[src/rtl/bqpd_pkg.sv]
`timescale 1ns / 1ps

package bqpd_pkg;

    // field widths
    localparam int unsigned TimeWidth    = 32;
    localparam int unsigned SpacingWidth = 16;
    localparam int unsigned WindowWidth  = 16;
    localparam int unsigned CountWidth   = 8;
    localparam int unsigned CfgDataWidth = 16;
    localparam int unsigned CfgIdxWidth  = 2;

    // register reset values
    localparam logic [SpacingWidth-1:0] MinSpacingUsReset  = 16'd300;
    localparam logic [WindowWidth-1:0]  BurstWindowMsReset = 16'd60;
    localparam logic [CountWidth-1:0]   BurstThresholdReset = 8'd80;

    // configuration register indexes
    typedef enum logic [CfgIdxWidth-1:0] {
        CFG_MIN_SPACING_US  = 2'd0,
        CFG_BURST_WINDOW_MS = 2'd1,
        CFG_BURST_THRESHOLD = 2'd2
    } bqpd_cfg_idx_t;

    // item kinds
    typedef enum logic {
        OP_EDGE    = 1'b0,
        OP_TIMEOUT = 1'b1
    } bqpd_op_t;

endpackage

[src/rtl/bqpd_if.sv]
`timescale 1ns / 1ps

// edge or timeout item channel
interface bqpd_in_if;
    logic                                 valid;
    logic                                 ready;
    logic                                 op;
    logic [bqpd_pkg::TimeWidth-1:0]       time_us;
    logic [bqpd_pkg::TimeWidth-1:0]       time_ms;

    modport source (output valid, output op, output time_us, output time_ms, input ready);
    modport sink   (input valid, input op, input time_us, input time_ms, output ready);
endinterface

// result channel
interface bqpd_out_if;
    logic valid;
    logic ready;
    logic restart_hold;
    logic detected;
    logic cleared;
    logic present_now;

    modport source (output valid, output restart_hold, output detected, output cleared,
                    output present_now, input ready);
    modport sink   (input valid, input restart_hold, input detected, input cleared,
                    input present_now, output ready);
endinterface

[src/rtl/burst_qualified_presence_detector.sv]
`timescale 1ns / 1ps

// channel    dir   payload                              handshake
// items      in    op, time_us[31:0], time_ms[31:0]     valid / ready
// results    out   restart_hold, detected, cleared,     valid / ready
//                  present_now
// config     in    cfg_index[1:0], cfg_data[15:0]       cfg_we, no ready
//
// A transfer lands in the input register; from there the detector state is
// updated and the result register loaded when the result register is free.
// One item per cycle is sustained while results drain.
// Reset clears presence, baseline, burst start and count, and loads the
// register defaults. A stalled result holds the input register, which then
// takes a new transfer only as the result register frees up.

module burst_qualified_presence_detector
(
    input  logic                                clk,
    input  logic                                rst_n,
    bqpd_in_if.sink                             items,
    bqpd_out_if.source                          results,
    input  logic                                cfg_we,
    input  logic [bqpd_pkg::CfgIdxWidth-1:0]    cfg_index,
    input  logic [bqpd_pkg::CfgDataWidth-1:0]   cfg_data
);

    localparam int unsigned TW = bqpd_pkg::TimeWidth;
    localparam int unsigned CW = bqpd_pkg::CountWidth;

    // configuration registers
    logic [bqpd_pkg::SpacingWidth-1:0] min_spacing_us_reg;
    logic [bqpd_pkg::WindowWidth-1:0]  burst_window_ms_reg;
    logic [CW-1:0]                     burst_threshold_reg;

    // detector state
    logic          presence_reg,         presence_next;
    logic [TW-1:0] last_accepted_us_reg, last_accepted_us_next;
    logic [TW-1:0] burst_start_ms_reg,   burst_start_ms_next;
    logic [CW-1:0] burst_count_reg,      burst_count_next;

    // input register
    logic          s1_valid_reg;
    logic          s1_op_reg;
    logic [TW-1:0] s1_time_us_reg;
    logic [TW-1:0] s1_time_ms_reg;

    // result register
    logic out_valid_reg;
    logic restart_reg, restart_next;
    logic detected_reg, detected_next;
    logic cleared_reg, cleared_next;
    logic present_reg;

    logic          advance;
    logic          in_xfer;
    logic          is_timeout;
    logic          us_backward;
    logic [TW-1:0] us_gap;
    logic [TW-1:0] ms_gap;
    logic          edge_ok;
    logic          new_burst;
    logic [CW-1:0] count_upd;
    logic          confirm;

    // handshake
    assign advance       = s1_valid_reg && (!out_valid_reg || results.ready);
    assign items.ready   = !s1_valid_reg || advance;
    assign in_xfer       = items.valid && items.ready;

    // configuration writes
    always_ff @(posedge clk or negedge rst_n)
    begin
        if (!rst_n)
        begin
            min_spacing_us_reg  <= bqpd_pkg::MinSpacingUsReset;
            burst_window_ms_reg <= bqpd_pkg::BurstWindowMsReset;
            burst_threshold_reg <= bqpd_pkg::BurstThresholdReset;
        end
        else if (cfg_we)
        begin
            unique case (cfg_index)
                bqpd_pkg::CFG_MIN_SPACING_US:  min_spacing_us_reg  <= cfg_data;
                bqpd_pkg::CFG_BURST_WINDOW_MS: burst_window_ms_reg <= cfg_data;
                bqpd_pkg::CFG_BURST_THRESHOLD: burst_threshold_reg <= cfg_data[CW-1:0];
                default: ;
            endcase
        end
    end

    // input register
    always_ff @(posedge clk or negedge rst_n)
    begin
        if (!rst_n)
        begin
            s1_valid_reg <= 1'b0;
        end
        else if (items.ready)
        begin
            s1_valid_reg <= items.valid;
        end
    end

    always_ff @(posedge clk)
    begin
        if (in_xfer)
        begin
            s1_op_reg      <= items.op;
            s1_time_us_reg <= items.time_us;
            s1_time_ms_reg <= items.time_ms;
        end
    end

    // edge qualification and burst counting
    always_comb
    begin
        is_timeout  = (s1_op_reg == bqpd_pkg::OP_TIMEOUT);
        us_backward = s1_time_us_reg < last_accepted_us_reg;
        us_gap      = s1_time_us_reg - last_accepted_us_reg;
        ms_gap      = s1_time_ms_reg - burst_start_ms_reg;
        edge_ok     = !is_timeout && !us_backward
                      && (us_gap >= {{(TW-bqpd_pkg::SpacingWidth){1'b0}}, min_spacing_us_reg});
        new_burst   = ms_gap > {{(TW-bqpd_pkg::WindowWidth){1'b0}}, burst_window_ms_reg};

        if (new_burst)
            count_upd = {{(CW-1){1'b0}}, 1'b1};
        else if (burst_count_reg < burst_threshold_reg)
            count_upd = burst_count_reg + {{(CW-1){1'b0}}, 1'b1};
        else
            count_upd = burst_count_reg;

        confirm = edge_ok && (count_upd >= burst_threshold_reg);

        presence_next         = presence_reg;
        last_accepted_us_next = last_accepted_us_reg;
        burst_start_ms_next   = burst_start_ms_reg;
        burst_count_next      = burst_count_reg;
        restart_next          = 1'b0;
        detected_next         = 1'b0;
        cleared_next          = 1'b0;

        if (is_timeout)
        begin
            presence_next = 1'b0;
            cleared_next  = presence_reg;
        end
        else if (us_backward)
        begin
            last_accepted_us_next = s1_time_us_reg;
        end
        else if (edge_ok)
        begin
            last_accepted_us_next = s1_time_us_reg;
            burst_count_next      = count_upd;
            if (new_burst)
                burst_start_ms_next = s1_time_ms_reg;
            if (confirm)
            begin
                restart_next  = 1'b1;
                presence_next = 1'b1;
                detected_next = !presence_reg;
            end
        end
    end

    // state update
    always_ff @(posedge clk or negedge rst_n)
    begin
        if (!rst_n)
        begin
            presence_reg         <= 1'b0;
            last_accepted_us_reg <= '0;
            burst_start_ms_reg   <= '0;
            burst_count_reg      <= '0;
        end
        else if (advance)
        begin
            presence_reg         <= presence_next;
            last_accepted_us_reg <= last_accepted_us_next;
            burst_start_ms_reg   <= burst_start_ms_next;
            burst_count_reg      <= burst_count_next;
        end
    end

    // result register
    always_ff @(posedge clk or negedge rst_n)
    begin
        if (!rst_n)
        begin
            out_valid_reg <= 1'b0;
        end
        else if (advance)
        begin
            out_valid_reg <= 1'b1;
        end
        else if (results.ready)
        begin
            out_valid_reg <= 1'b0;
        end
    end

    always_ff @(posedge clk)
    begin
        if (advance)
        begin
            restart_reg  <= restart_next;
            detected_reg <= detected_next;
            cleared_reg  <= cleared_next;
            present_reg  <= presence_next;
        end
    end

    assign results.valid        = out_valid_reg;
    assign results.restart_hold = restart_reg;
    assign results.detected     = detected_reg;
    assign results.cleared      = cleared_reg;
    assign results.present_now  = present_reg;

    // a confirmed edge leaves presence set
    a_confirm_sets_presence: assert property (@(posedge clk) disable iff (!rst_n)
        advance && restart_next |=> presence_reg && results.present_now)
        else $error("confirmed edge did not set presence");

    // a timeout clears presence and leaves the burst count alone
    a_timeout_effect: assert property (@(posedge clk) disable iff (!rst_n)
        advance && is_timeout |=> !presence_reg && $stable(burst_count_reg))
        else $error("timeout did not clear presence cleanly");

    // a held input register never takes a new transfer
    a_no_overrun: assert property (@(posedge clk) disable iff (!rst_n)
        s1_valid_reg && !advance |-> !items.ready)
        else $error("input register overrun");

endmodule

[src/flat_wrapper.sv]
// flat-port wrapper written by rule: the top's interface ports become plain ports
module burst_qualified_presence_detector_flat 
  (clk, rst_n, cfg_we, cfg_index, cfg_data, items_valid, items_op, items_time_us, items_time_ms, items_ready, results_valid, results_restart_hold, results_detected, results_cleared, results_present_now, results_ready);
  bqpd_in_if items_i ();
  bqpd_out_if results_i ();
  input  logic clk;
  input  logic rst_n;
  input  logic cfg_we;
  input  logic [bqpd_pkg::CfgIdxWidth-1:0] cfg_index;
  input  logic [bqpd_pkg::CfgDataWidth-1:0] cfg_data;
  input wire logic [$bits(items_i.valid)-1:0] items_valid;
  input wire logic [$bits(items_i.op)-1:0] items_op;
  input wire logic [$bits(items_i.time_us)-1:0] items_time_us;
  input wire logic [$bits(items_i.time_ms)-1:0] items_time_ms;
  output wire logic [$bits(items_i.ready)-1:0] items_ready;
  output wire logic [$bits(results_i.valid)-1:0] results_valid;
  output wire logic [$bits(results_i.restart_hold)-1:0] results_restart_hold;
  output wire logic [$bits(results_i.detected)-1:0] results_detected;
  output wire logic [$bits(results_i.cleared)-1:0] results_cleared;
  output wire logic [$bits(results_i.present_now)-1:0] results_present_now;
  input wire logic [$bits(results_i.ready)-1:0] results_ready;
  assign items_i.valid = items_valid;
  assign items_i.op = items_op;
  assign items_i.time_us = items_time_us;
  assign items_i.time_ms = items_time_ms;
  assign items_ready = items_i.ready;
  assign results_valid = results_i.valid;
  assign results_restart_hold = results_i.restart_hold;
  assign results_detected = results_i.detected;
  assign results_cleared = results_i.cleared;
  assign results_present_now = results_i.present_now;
  assign results_i.ready = results_ready;
  burst_qualified_presence_detector u_core (.clk(clk), .rst_n(rst_n), .items(items_i), .results(results_i), .cfg_we(cfg_we), .cfg_index(cfg_index), .cfg_data(cfg_data));
endmodule
[config.mk]
export PLATFORM = sky130hd
export DESIGN_NAME = burst_qualified_presence_detector_flat
export DESIGN_NICKNAME = d
export VERILOG_FILES = /design/src/rtl/bqpd_pkg.sv /design/src/rtl/bqpd_if.sv /design/src/rtl/burst_qualified_presence_detector.sv /design/src/flat_wrapper.sv
export SDC_FILE = /design/constraint.sdc
export NUM_CORES = 1
export LEC_CHECK = 0
export ABC_AREA = 1
export BUFFER_PORTS_ARGS = -buffer_cell sky130_fd_sc_hd__buf_2
export CAP_MARGIN = 5
export CORE_MARGIN = 5
export CORE_UTILIZATION = 56
export CTS_CLUSTER_SIZE = 40
export DETAILED_ROUTE_END_ITERATION = 10
export GPL_ROUTABILITY_DRIVEN = 0
export GPL_TIMING_DRIVEN = 0
export PLACE_DENSITY = 0.78
export SYNTH_ARGS = -nofsm -noshare
export SYNTH_HDL_FRONTEND = slang
export SYNTH_SLANG_ARGS = --single-unit
[constraint.sdc]
create_clock -name clk -period 4.3 [get_ports clk]
set_input_delay 0.645 -clock clk [delete_from_list [all_inputs] [get_ports clk]]
set_output_delay 0.645 -clock clk [all_outputs]
set_load 0.1 [all_outputs]
# After elaboration in Yosys (flattened, before gate mapping)
# Index checks and enable logic that the tools add are counted.
# Widths: inputs -> output; s select.
[op_classes]
add_sub_neg = 3
order_cmp = 5
eq_ne = 2
n_mux = 11
bitwise_logic = 4
reduce_logical = 23
[ops]
columns = ["op", "count"]
rows = [
  ["$mux 32", 2],
  ["$sub 32x32->32", 2],
  ["$ge 32x16->1", 1],
  ["$gt 32x16->1", 1],
  ["$lt 32x32->1", 1],
  ["$mux 8", 2],
  ["$add 8x1->8 const B", 1],
  ["$ge 8x8->1", 1],
  ["$lt 8x8->1", 1],
  ["$mux 1", 7],
  ["$reduce_and 2->1", 3],
  ["$logic_and 1x1->1", 5],
  ["$logic_not 1->1", 5],
  ["$reduce_and 5->1", 1],
  ["$not 1->1", 4],
  ["$reduce_and 4->1", 1],
  ["$reduce_bool 2->1", 2],
  ["$reduce_or 4->1", 1],
  ["$reduce_and 3->1", 1],
  ["$reduce_or 3->1", 1],
  ["$eq 2x1->1 const B", 1],
  ["$eq 2x2->1 const B", 1],
  ["$logic_not 2->1", 1],
  ["$logic_or 1x1->1", 2],
]
[word_totals]
ff_bits = 184
in_bits = 88
output_inout_bits = 6
word_cells = 64

# Logic depth before layout (Yosys ltp)
# Gate-level depths: netlist of run 1.
[logic_depth]
ltp_word = 9
ltp_mapped = 34
mapped_depth_nobuf = 33

# Worst setup path after synthesis of run 1
# Ideal clock, no wire load.
[synth_timing]
path_type = "register to register"
start = "register u_core.s1_time_ms_reg[0]"
end = "register u_core.present_reg, in the netlist u_core.results.present_now, data pin"
setup_time_ps = 262
arrival_ps = 3795
required_time_ps = 4038
slack_ps = 243
stages_incl_launch_ff = 31
path_buffers = 1
period_less_slack_ps = 4057
cell_sequence = "edfxtp_1 > inv_1 > ha_1 > fa_1 > inv_1 > nand3_1 > nand3_1 > nand2_1 > nand2_1 > nand2_1 > nand2_1 > xor2_1 > ha_1 > nand2_1 > nor3_1 > nand4_1 > nand2_1 > nand3_1 > nor2_1 > nand3_1 > nor2_1 > nand3_1 > buf_6 > nor2_1 > ha_1 > a21oi_1 > o21ai_0 > nand4_1 > o311ai_0 > nand3_1 > nand2_1"
[synth_between]
elab_chain_cells = 9
[synth_rtl]
columns = ["item", "line", "text"]
rows = [
  ["start, declared", "burst_qualified_presence_detector.sv:45", "logic [TW-1:0] s1_time_ms_reg;"],
  ["start signal, assigned", "burst_qualified_presence_detector.sv:109", "s1_time_ms_reg <= items.time_ms;"],
  ["$sub 32x32->32", "burst_qualified_presence_detector.sv:119", "ms_gap = s1_time_ms_reg - burst_start_ms_reg;"],
  ["$gt 32x16->1", "burst_qualified_presence_detector.sv:122", "new_burst = ms_gap > {{(TW-bqpd_pkg::WindowWidth){1'b0}}, burst_window_ms_reg};"],
  ["$mux 8", "burst_qualified_presence_detector.sv:124", "if (new_burst)"],
  ["named net u_core.count_upd[1]", "burst_qualified_presence_detector.sv:62", "logic [CW-1:0] count_upd;"],
  ["$ge 8x8->1", "burst_qualified_presence_detector.sv:131", "confirm = edge_ok && (count_upd >= burst_threshold_reg);"],
  ["$logic_and 1x1->1", "burst_qualified_presence_detector.sv:131", ""],
  ["$mux 1", "burst_qualified_presence_detector.sv:156", "if (confirm)"],
  ["$mux 1", "burst_qualified_presence_detector.sv:150", "else if (edge_ok)"],
  ["$mux 1", "burst_qualified_presence_detector.sv:146", "else if (us_backward)"],
  ["$mux 1", "burst_qualified_presence_detector.sv:141", "if (is_timeout)"],
  ["named net u_core.presence_next", "burst_qualified_presence_detector.sv:36", "logic presence_reg, presence_next;"],
  ["end signal, assigned", "burst_qualified_presence_detector.sv:208", "present_reg <= presence_next;"],
  ["end, declared", "burst_qualified_presence_detector.sv:52", "logic present_reg;"],
]
# The timed path passes the listed nets, and every way through them passes these cells.
# A chain may end at the register's enable or synchronous reset.

# Final worst setup path of run 1
# Same ends and word-level chain as after synthesis.

==> results of run 1 <==
-- stage by stage --
stage	utilization, %	hold slack (ps)
after floorplan	-	349
after global placement	61.0	454
after detailed placement	61.2	458
after CTS	65.9	192
after global routing	66.6	208
final	66.6	163
-- critical path, delay by kind of cell, from the launching register on --
| kind | cells | cell delay, ps |
|---|---|---|
| flip-flops | 1 | 420 |
| AND/OR/NAND/NOR | 19 | 1830 |
| AO/OA/AOI/OAI | 4 | 490 |
| buffers and inverters | 3 | 350 |
| adder cells (fa/ha/maj) | 4 | 1080 |
| XOR/XNOR | 1 | 230 |
-- final cells by class --
type	count	area, sq um
clock buffer	17	425
sequential	184	4960
fill	1930	7880
multi-input combinational	1327	7480
timing repair buffer	113	674
buffer	33	193
clock inverter	15	201
tap	319	399
inverter	371	1390
-- kinds of logic after synthesis --
kind of cell	Yosys count	synth area share [%]
flops	184	36.7
compound gates	164	6.97
xor+xnor	37	2.40
buf+inv	404	11.7
simple gates	1013	31.7
fa+ha+maj	113	10.6
-- cell usage after synthesis, types with 2 or more instances --
| master | n | area share (%) |
|---|---|---|
| nand2_1 | 651 | 18 |
| inv_1 | 364 | 10 |
| nor2_1 | 127 | 3.5 |
| ha_1 | 111 | 10 |
| nand3_1 | 107 | 4.0 |
| dfrtp_1 | 105 | 19 |
| edfxtp_1 | 69 | 15 |
| a21oi_1 | 59 | 2.2 |
| nand4_1 | 57 | 2.6 |
| o21ai_0 | 56 | 2.1 |
| o21bai_1 | 39 | 2.2 |
| xor2_1 | 33 | 2.1 |
| nand2_2 | 23 | 1.1 |
| buf_2 | 13 | 0.48 |
| clkbuf_1 | 13 | 0.36 |
| nor2_2 | 12 | 0.55 |
| nor3_1 | 11 | 0.41 |
| dfstp_2 | 10 | 1.9 |
| and2_1 | 9 | 0.42 |
| nand3b_1 | 8 | 0.44 |
| clkinv_1 | 4 | 0.11 |
| xnor2_1 | 4 | 0.26 |
| buf_4 | 3 | 0.17 |
| inv_2 | 3 | 0.083 |
| a21o_1 | 2 | 0.11 |
| buf_6 | 2 | 0.17 |
| buf_8 | 2 | 0.22 |
| fa_1 | 2 | 0.30 |
| nor3_2 | 2 | 0.15 |
| o211ai_1 | 2 | 0.11 |
| o21a_1 | 2 | 0.11 |
-- report_power, final --
part	switching (mW)	internal, mW	leakage (nW)
Clock	0.849	0.850	0.302
Combinational	3.57	2.05	6.08
Sequential	0.198	2.20	2.08
-- worst paths after layout --
path,cells past startpoint,startpoint,slack (ps),to
worst max register to register,31,u_core.s1_time_ms_reg[0]$_DFFE_PP_,-380,u_core.results.present_now$_DFFE_PP_
worst max-delay path,31,u_core.s1_time_ms_reg[0]$_DFFE_PP_,-380,u_core.results.present_now$_DFFE_PP_
max in group asynchronous,2,rst_n,3400,u_core.burst_threshold_reg[4]$_DFFE_PN1P_
worst min register to register,2,u_core.last_accepted_us_reg[10]$_DFFE_PN0P_,470,u_core.last_accepted_us_reg[10]$_DFFE_PN0P_
min in group clk,1,items_time_us[12],350,u_core.s1_time_us_reg[12]$_DFFE_PP_
worst min-delay path,1,rst_n,160,u_core.burst_window_ms_reg[6]$_DFFE_PN0P_
-- timing repair --
action                                  in CTS  in global routing
setup buffers                               13                  4
cloned                                       1                  0
hold buffers                                 0                  0
hold endpoints to repair                     0                  0
pin swaps                                   17                 28
endpoints found under the setup margin       4                 12
gates resized for setup                     69                 26
-- metal layers --
layer  vias to the layer above  track usage (%)  share of wire [%]
li1                       6277                -                  -
met1                      5797             32.3                 40
met2                       496             46.7                 49
met3                       121             4.32                6.2
met4                         0             12.6                4.8
met5                         -                0                  0
-- placed cells by master, fill, tap and decap left out, types with 38 or more instances in the layout --
| cell type | instances |
|---|---|
| nand2_2 | 38 |
| o21ai_0 | 54 |
| a21oi_1 | 51 |
| buf_2 | 105 |
| o21bai_1 | 39 |
| ha_1 | 94 |
| edfxtp_1 | 69 |
| nor2_1 | 119 |
| dfrtp_1 | 105 |
| inv_1 | 360 |
| nand3_1 | 96 |
| nand2_1 | 635 |
| nand4_1 | 57 |
==> summary.md, run 1 <==
The run finished, with violations left. The final reports fail on negative setup slack. STA puts the critical path data arrival time at 4890 ps. For the worst setup path, the data required time is 4510 ps.

The chip height works out to 165 um. The post-detailed-placement cell area is 14400 sq um, and the number of hold-slack violations in the final timing report is 0. The post-synth net total is 2116. Global routing used 26.8% of the available tracks. The first-pass detailed-route iteration total is 6, and the count of buffers from port buffering is 93. 94 I/O pins were placed. The power density over cell area was 618 nW/um^2. The logs give 12200 for the number of global-route vias before repair and 57.3% for the starting density of the core. For the antenna diode count, the log shows 0. TritonCTS built the clock tree. Worst-case headroom to the max-slew limit: 45.3%. Setup violations remaining at the end of the flow were counted as 4.

In the routed design, unresolved DRC markers number 0. TritonCTS created 17 clock buffers. The worst path setup slack after routing is -383 ps. The type of the setup path with the least slack is reg2reg. Most used cell along the critical path: nand2_2. The logs give 0 for the final number of max-transition violations and 0 for the remaining antenna violation count after routing. Of the synthesized area, sequential elements account for 36.7%.

The actual slew at the worst max-slew pin is 818 ps, and the delay of the slowest critical-path stage is 420 ps. The most used flip-flop cell after synthesis is dfrtp_1. Power comes to 9.72 mW.

The element type at the critical path end was a flop. Clock-pin slew was measured on the worst setup and hold paths at 90 ps. The path class of the tightest hold or removal check is in2async. From synthesis to final layout, the design area changed by 16.3%. Setup total negative slack on the finished layout was measured at -1450 ps. After floorplanning, the core was sized to cover 23600 sq um. The H-tree was split into 4 levels. The die covers 27400 sq um.

IR analysis of the VDD net gives a maximum drop of 0.000293 V. After floorplanning, the core was divided into 56 placement rows. The largest individual stage delay along the critical path comes from the cell edfxtp_1.

In this run, placement finished with an instance count of 2329. Detailed placement ended at an HPWL of 26.8 mm. The tools report the maximum clock rate as 214 MHz. Dividing the detail-routed wire length by the instance count gives 15.3 um. Counting flops with an async set or reset pin after synthesis yields a share of 62.5%. For the final database, setup skew stands at 20.9 ps. In this run the worst path has a maximum fanout of 5.

For this design the static power due to leakage is 8.47 nW. The tools report the count of different cell masters after synthesis as 41. The minimum clock period after layout is 4680 ps, and the number of max-cap violations is 0.

Synthesis produced 1915 cells. The tree is rooted in a clkbuf_16. The synthesized design contains 184 register bits. The number of enable flip-flop cells after synthesis was 69. The run gives 0 as the number of warnings issued by yosys.

The later pin in the worst-skew pair is clocked with a latency of 460 ps. The remaining global-route overflow was 0; the total number of vias was 12700. STA classifies the critical path startpoint as a flop. Setup repair after global routing could not meet its margin everywhere. The initial antenna violation count came out at 0.

The fraction of the cycle the final worst path needs is 109%, and the fraction of final layout cells with drive strength greater than 1 is 14.3%. The maximum count of clock buffers along a single path is 2. For this run, the post-layout net count is 2248.

Entering global routing, the biggest net connects 61 pins. The finished cells cover 15700 sq um. The tools report the worst slack at placement as -1190 ps.

For the number of DRC violations after detailed-routing iteration 0, the log shows 959. The clock sink total is 184, and the global-route wire length before repair is 58.2 mm. Wires add up to 36.3 mm. Horizontal extent of the die: 165 um. After synthesis, the mean cell area works out to 7.06 sq um. The total standard cell area after synthesis came out at 13500 sq um.

After the flow finishes, the layout carries non-filler instances totaling 2379. The number of vias per cell after detailed routing was 5.33.
No activity file was read; power rests on OpenSTA's default activity.
==> run 2: changes to the inputs <==
--- a/config.mk
+++ b/config.mk
@@ -6,12 +6,12 @@
 export NUM_CORES = 1
 export LEC_CHECK = 0
 export ABC_AREA = 1
-export BUFFER_PORTS_ARGS = -buffer_cell sky130_fd_sc_hd__buf_2
 export CAP_MARGIN = 5
 export CORE_MARGIN = 5
-export CORE_UTILIZATION = 56
-export CTS_CLUSTER_SIZE = 40
+export CORE_UTILIZATION = 59
+export CTS_CLUSTER_SIZE = 28
 export DETAILED_ROUTE_END_ITERATION = 10
+export DONT_BUFFER_PORTS = 1
 export GPL_ROUTABILITY_DRIVEN = 0
 export GPL_TIMING_DRIVEN = 0
 export PLACE_DENSITY = 0.78
==> summary.md, run 2 (synthesized netlist as in run 1, its figures left out) <==
The run finished, with violations left. The logs give 25.4% for the part of the total power dissipated in sequential elements and 9.67 mW for the total power after layout. The logs give 12200 for the number of global-route vias before repair and 1022 for the number of DRC violations after detailed-routing iteration 0. The critical register-to-register path startpoint is u_core.s1_time_ms_reg[7]$_DFFE_PP_.

For this run, the top clock speed supported by timing is 214 MHz. 94 I/O pins were placed. Across the whole layout, storage elements account for 4960 sq um. Counting every sink on the clock net gives 184. The final number of max-transition violations is 0, and the internal portion of total power is 5.13 mW. The logs give -362 ps for the worst path setup slack after routing and 35.4 mm for the total length of routed wires. For the placed wire-length estimate after detailed placement, the log shows 25.7 mm.

Net switching is 47.0% of the power. Class of the tightest hold or removal check: in2async. The first-pass detailed-route iteration total was 6. The run gives -914 ps as the worst slack at placement. In this run, placement finished with an instance count of 2201. The sort of element at the start of the critical path was a flop. The core area was 22600 sq um; the total clock buffers created by CTS was 17. After filler insertion, the fill cell instance count of the layout stands at 1827. For the floorplan die area, the log shows 26100 sq um. Of all nets on the critical path, the largest fanout is 5. Hold timing on the final database bottoms out at a slack of 32.3 ps. The finished layout holds 2265 standard cells, fillers aside. In the layout the commonest cells are nand2_1, inv_1, nor2_1. The area of combinational cells with multiple inputs was 7490 sq um; the total number of H-tree levels was 4. The logs give 26.8% for the overall global routing resource usage and 0 for the number of hold-slack violations in the final timing report. The net load switching power came out at 4.54 mW. Max-cap violations in this run came to 0.

The initial antenna violation count is 1. Combinational logic is responsible for 58.3% of the overall power. In the routed layout, each cell is associated on average with a via count of 5.46.

The largest vdd supply drop was 0.000342 V. Setup repair after global routing could not meet its margin everywhere. The tools report the total number of vias as 12400.

After detailed routing, the average wire length per cell comes to 15.7 um. The worst-case headroom to the max-slew limit came out at 26.0%. Dividing total power by cell area gives a power density of 632 nW/um^2. Of the total power, the clock network draws 16.3%.

The worst setup path is captured at a flop. Type of the setup path with the least slack: reg2reg. After detailed routing, the number of remaining DRC violations is 0.

The cell depth of the worst flop-to-flop path is 26. The count of nets left with antenna violations once routing finished came out at 0. For the worst setup path, the data arrival time is 4870 ps. The chip height came out at 161 um. The horizontal extent of the die was 161 um. Clock latency on the worst-skew pair, taken at its later pin, is 450 ps. From synthesis to final layout, the design area changed by 13.1%. The final reports fail on negative setup slack. Of the cells placed in the final design, the portion with a size suffix greater than 1 is 11.0%. The pin count of the biggest net entering global routing is 106. The leakage component of the power was 8.14 nW; the global-route wire length before repair was 56.9 mm.

The data required time of the worst path came out at 4510 ps. TritonCTS built the clock tree. The end of the worst register-to-register path is u_core.results.present_now$_DFFE_PP_. The count of buffers added on input and output ports is 0. The final clock skew was 11.8 ps. In this run the register-to-register setup slack is -360 ps. The leading cell type in the layout, fill and taps excluded was nand2_1. At the pin with the least slew margin, the transition time is 1110 ps.

The clock passes through at most 2 buffers. Setup violations remaining at the end of the flow were counted as 4. The total overflow left after global routing is 0.

The minimum clock period after layout works out to 4660 ps. The fraction of the cycle the final worst path needs works out to 108%. The floorplan row count is 55. CTS placed an instance of clkbuf_16 at the clock tree root. The logs give 2167 for the final-stage net count and 59.8% for the starting density of the core.

The clock transition at the registers of the reported paths is 80 ps.
[run 2: layout make-up]
class                           count  area share [%]
Antenna cell                        1          0.0164
Timing Repair Buffer               32            1.99
Tap cell                          285            2.33
Clock buffer                       17            2.78
Clock inverter                     15            1.06
Buffer                             33            1.26
Multi-Input combinational cell   1327            49.0
Sequential cell                   184            32.4
Inverter                          371            9.12
[run 2: worst max path at each step]
stage,startpoint,endpoint,slack [ps]
finish,u_core.s1_time_ms_reg[7]$_DFFE_PP_,u_core.results.present_now$_DFFE_PP_,-360
floorplan,u_core.s1_time_ms_reg[0]$_DFFE_PP_,u_core.results.present_now$_DFFE_PP_,240
detailed placement,u_core.s1_time_ms_reg[0]$_DFFE_PP_,u_core.presence_reg$_DFFE_PN0P_,-910
global placement,u_core.s1_time_ms_reg[0]$_DFFE_PP_,u_core.presence_reg$_DFFE_PN0P_,-900
CTS,u_core.s1_time_ms_reg[0]$_DFFE_PP_,u_core.presence_reg$_DFFE_PN0P_,-270
global route,u_core.s1_time_ms_reg[6]$_DFFE_PP_,u_core.results.present_now$_DFFE_PP_,-560
[run 2: through the flow]
stage          area (sq um)  TNS [ps]  utilization [%]
6_report              15300     -1410             67.6
5_1_grt               15300     -2200             67.6
4_1_cts               15000     -1020             66.3
3_5_place_dp          13900     -3430             61.4
3_3_place_gp          13900     -3410             61.3
2_1_floorplan         13500         0                -
[run 2: what timing repair did]
action	CTS	global route
hold buffers	1	0
resized for setup	67	35
gates cloned	1	0
setup endpoints to repair	4	4
endpoints found under the hold margin	105	0
pin swaps	29	33
buffers inserted	13	16
[run 2: critical path: stages, from the launching register on]
cell and delay, ps:
edfxtp_1 450, ha_4 330, nand2_1 120, nor2_2 220, nand3_1 140, nand3_2 110, buf_4 120, xor2_1 220
ha_1 180, nand4_1 110, nor3_2 230, nand4_1 120, nand2_2 140, nand3_2 90, nor2_1 90, nand3_1 70
nor2_1 130, nand3_2 220, buf_8 230, nor2_4 140, ha_4 220, a21oi_2 170, o21ai_2 90, nand4_1 140
o311ai_4 130, nand3_2 130, nand2_2 60
[run 2: power by group through the flow]
stage | logic [mW] | registers [mW] | clock network [mW]
after global routing | 6.34 | 2.49 | 1.66
after CTS | 5.15 | 2.45 | 1.59
final | 5.64 | 2.45 | 1.58
after global placement | 4.64 | 2.47 | 0
after detailed placement | 4.80 | 2.47 | 0
after floorplan | 3.74 | 2.42 | 0
[run 2: layer usage]
layer / part of all wire [%] / vias to the layer above / routed length [um] / global-route usage [%]
li1: - / 6109 / - / -
met1: 39 / 5650 / 13800 / 31.5
met2: 50 / 470 / 17600 / 47.2
met3: 5.8 / 132 / 2070 / 3.98
met4: 5.4 / 0 / 1930 / 14.3
met5: 0 / - / 0 / 0
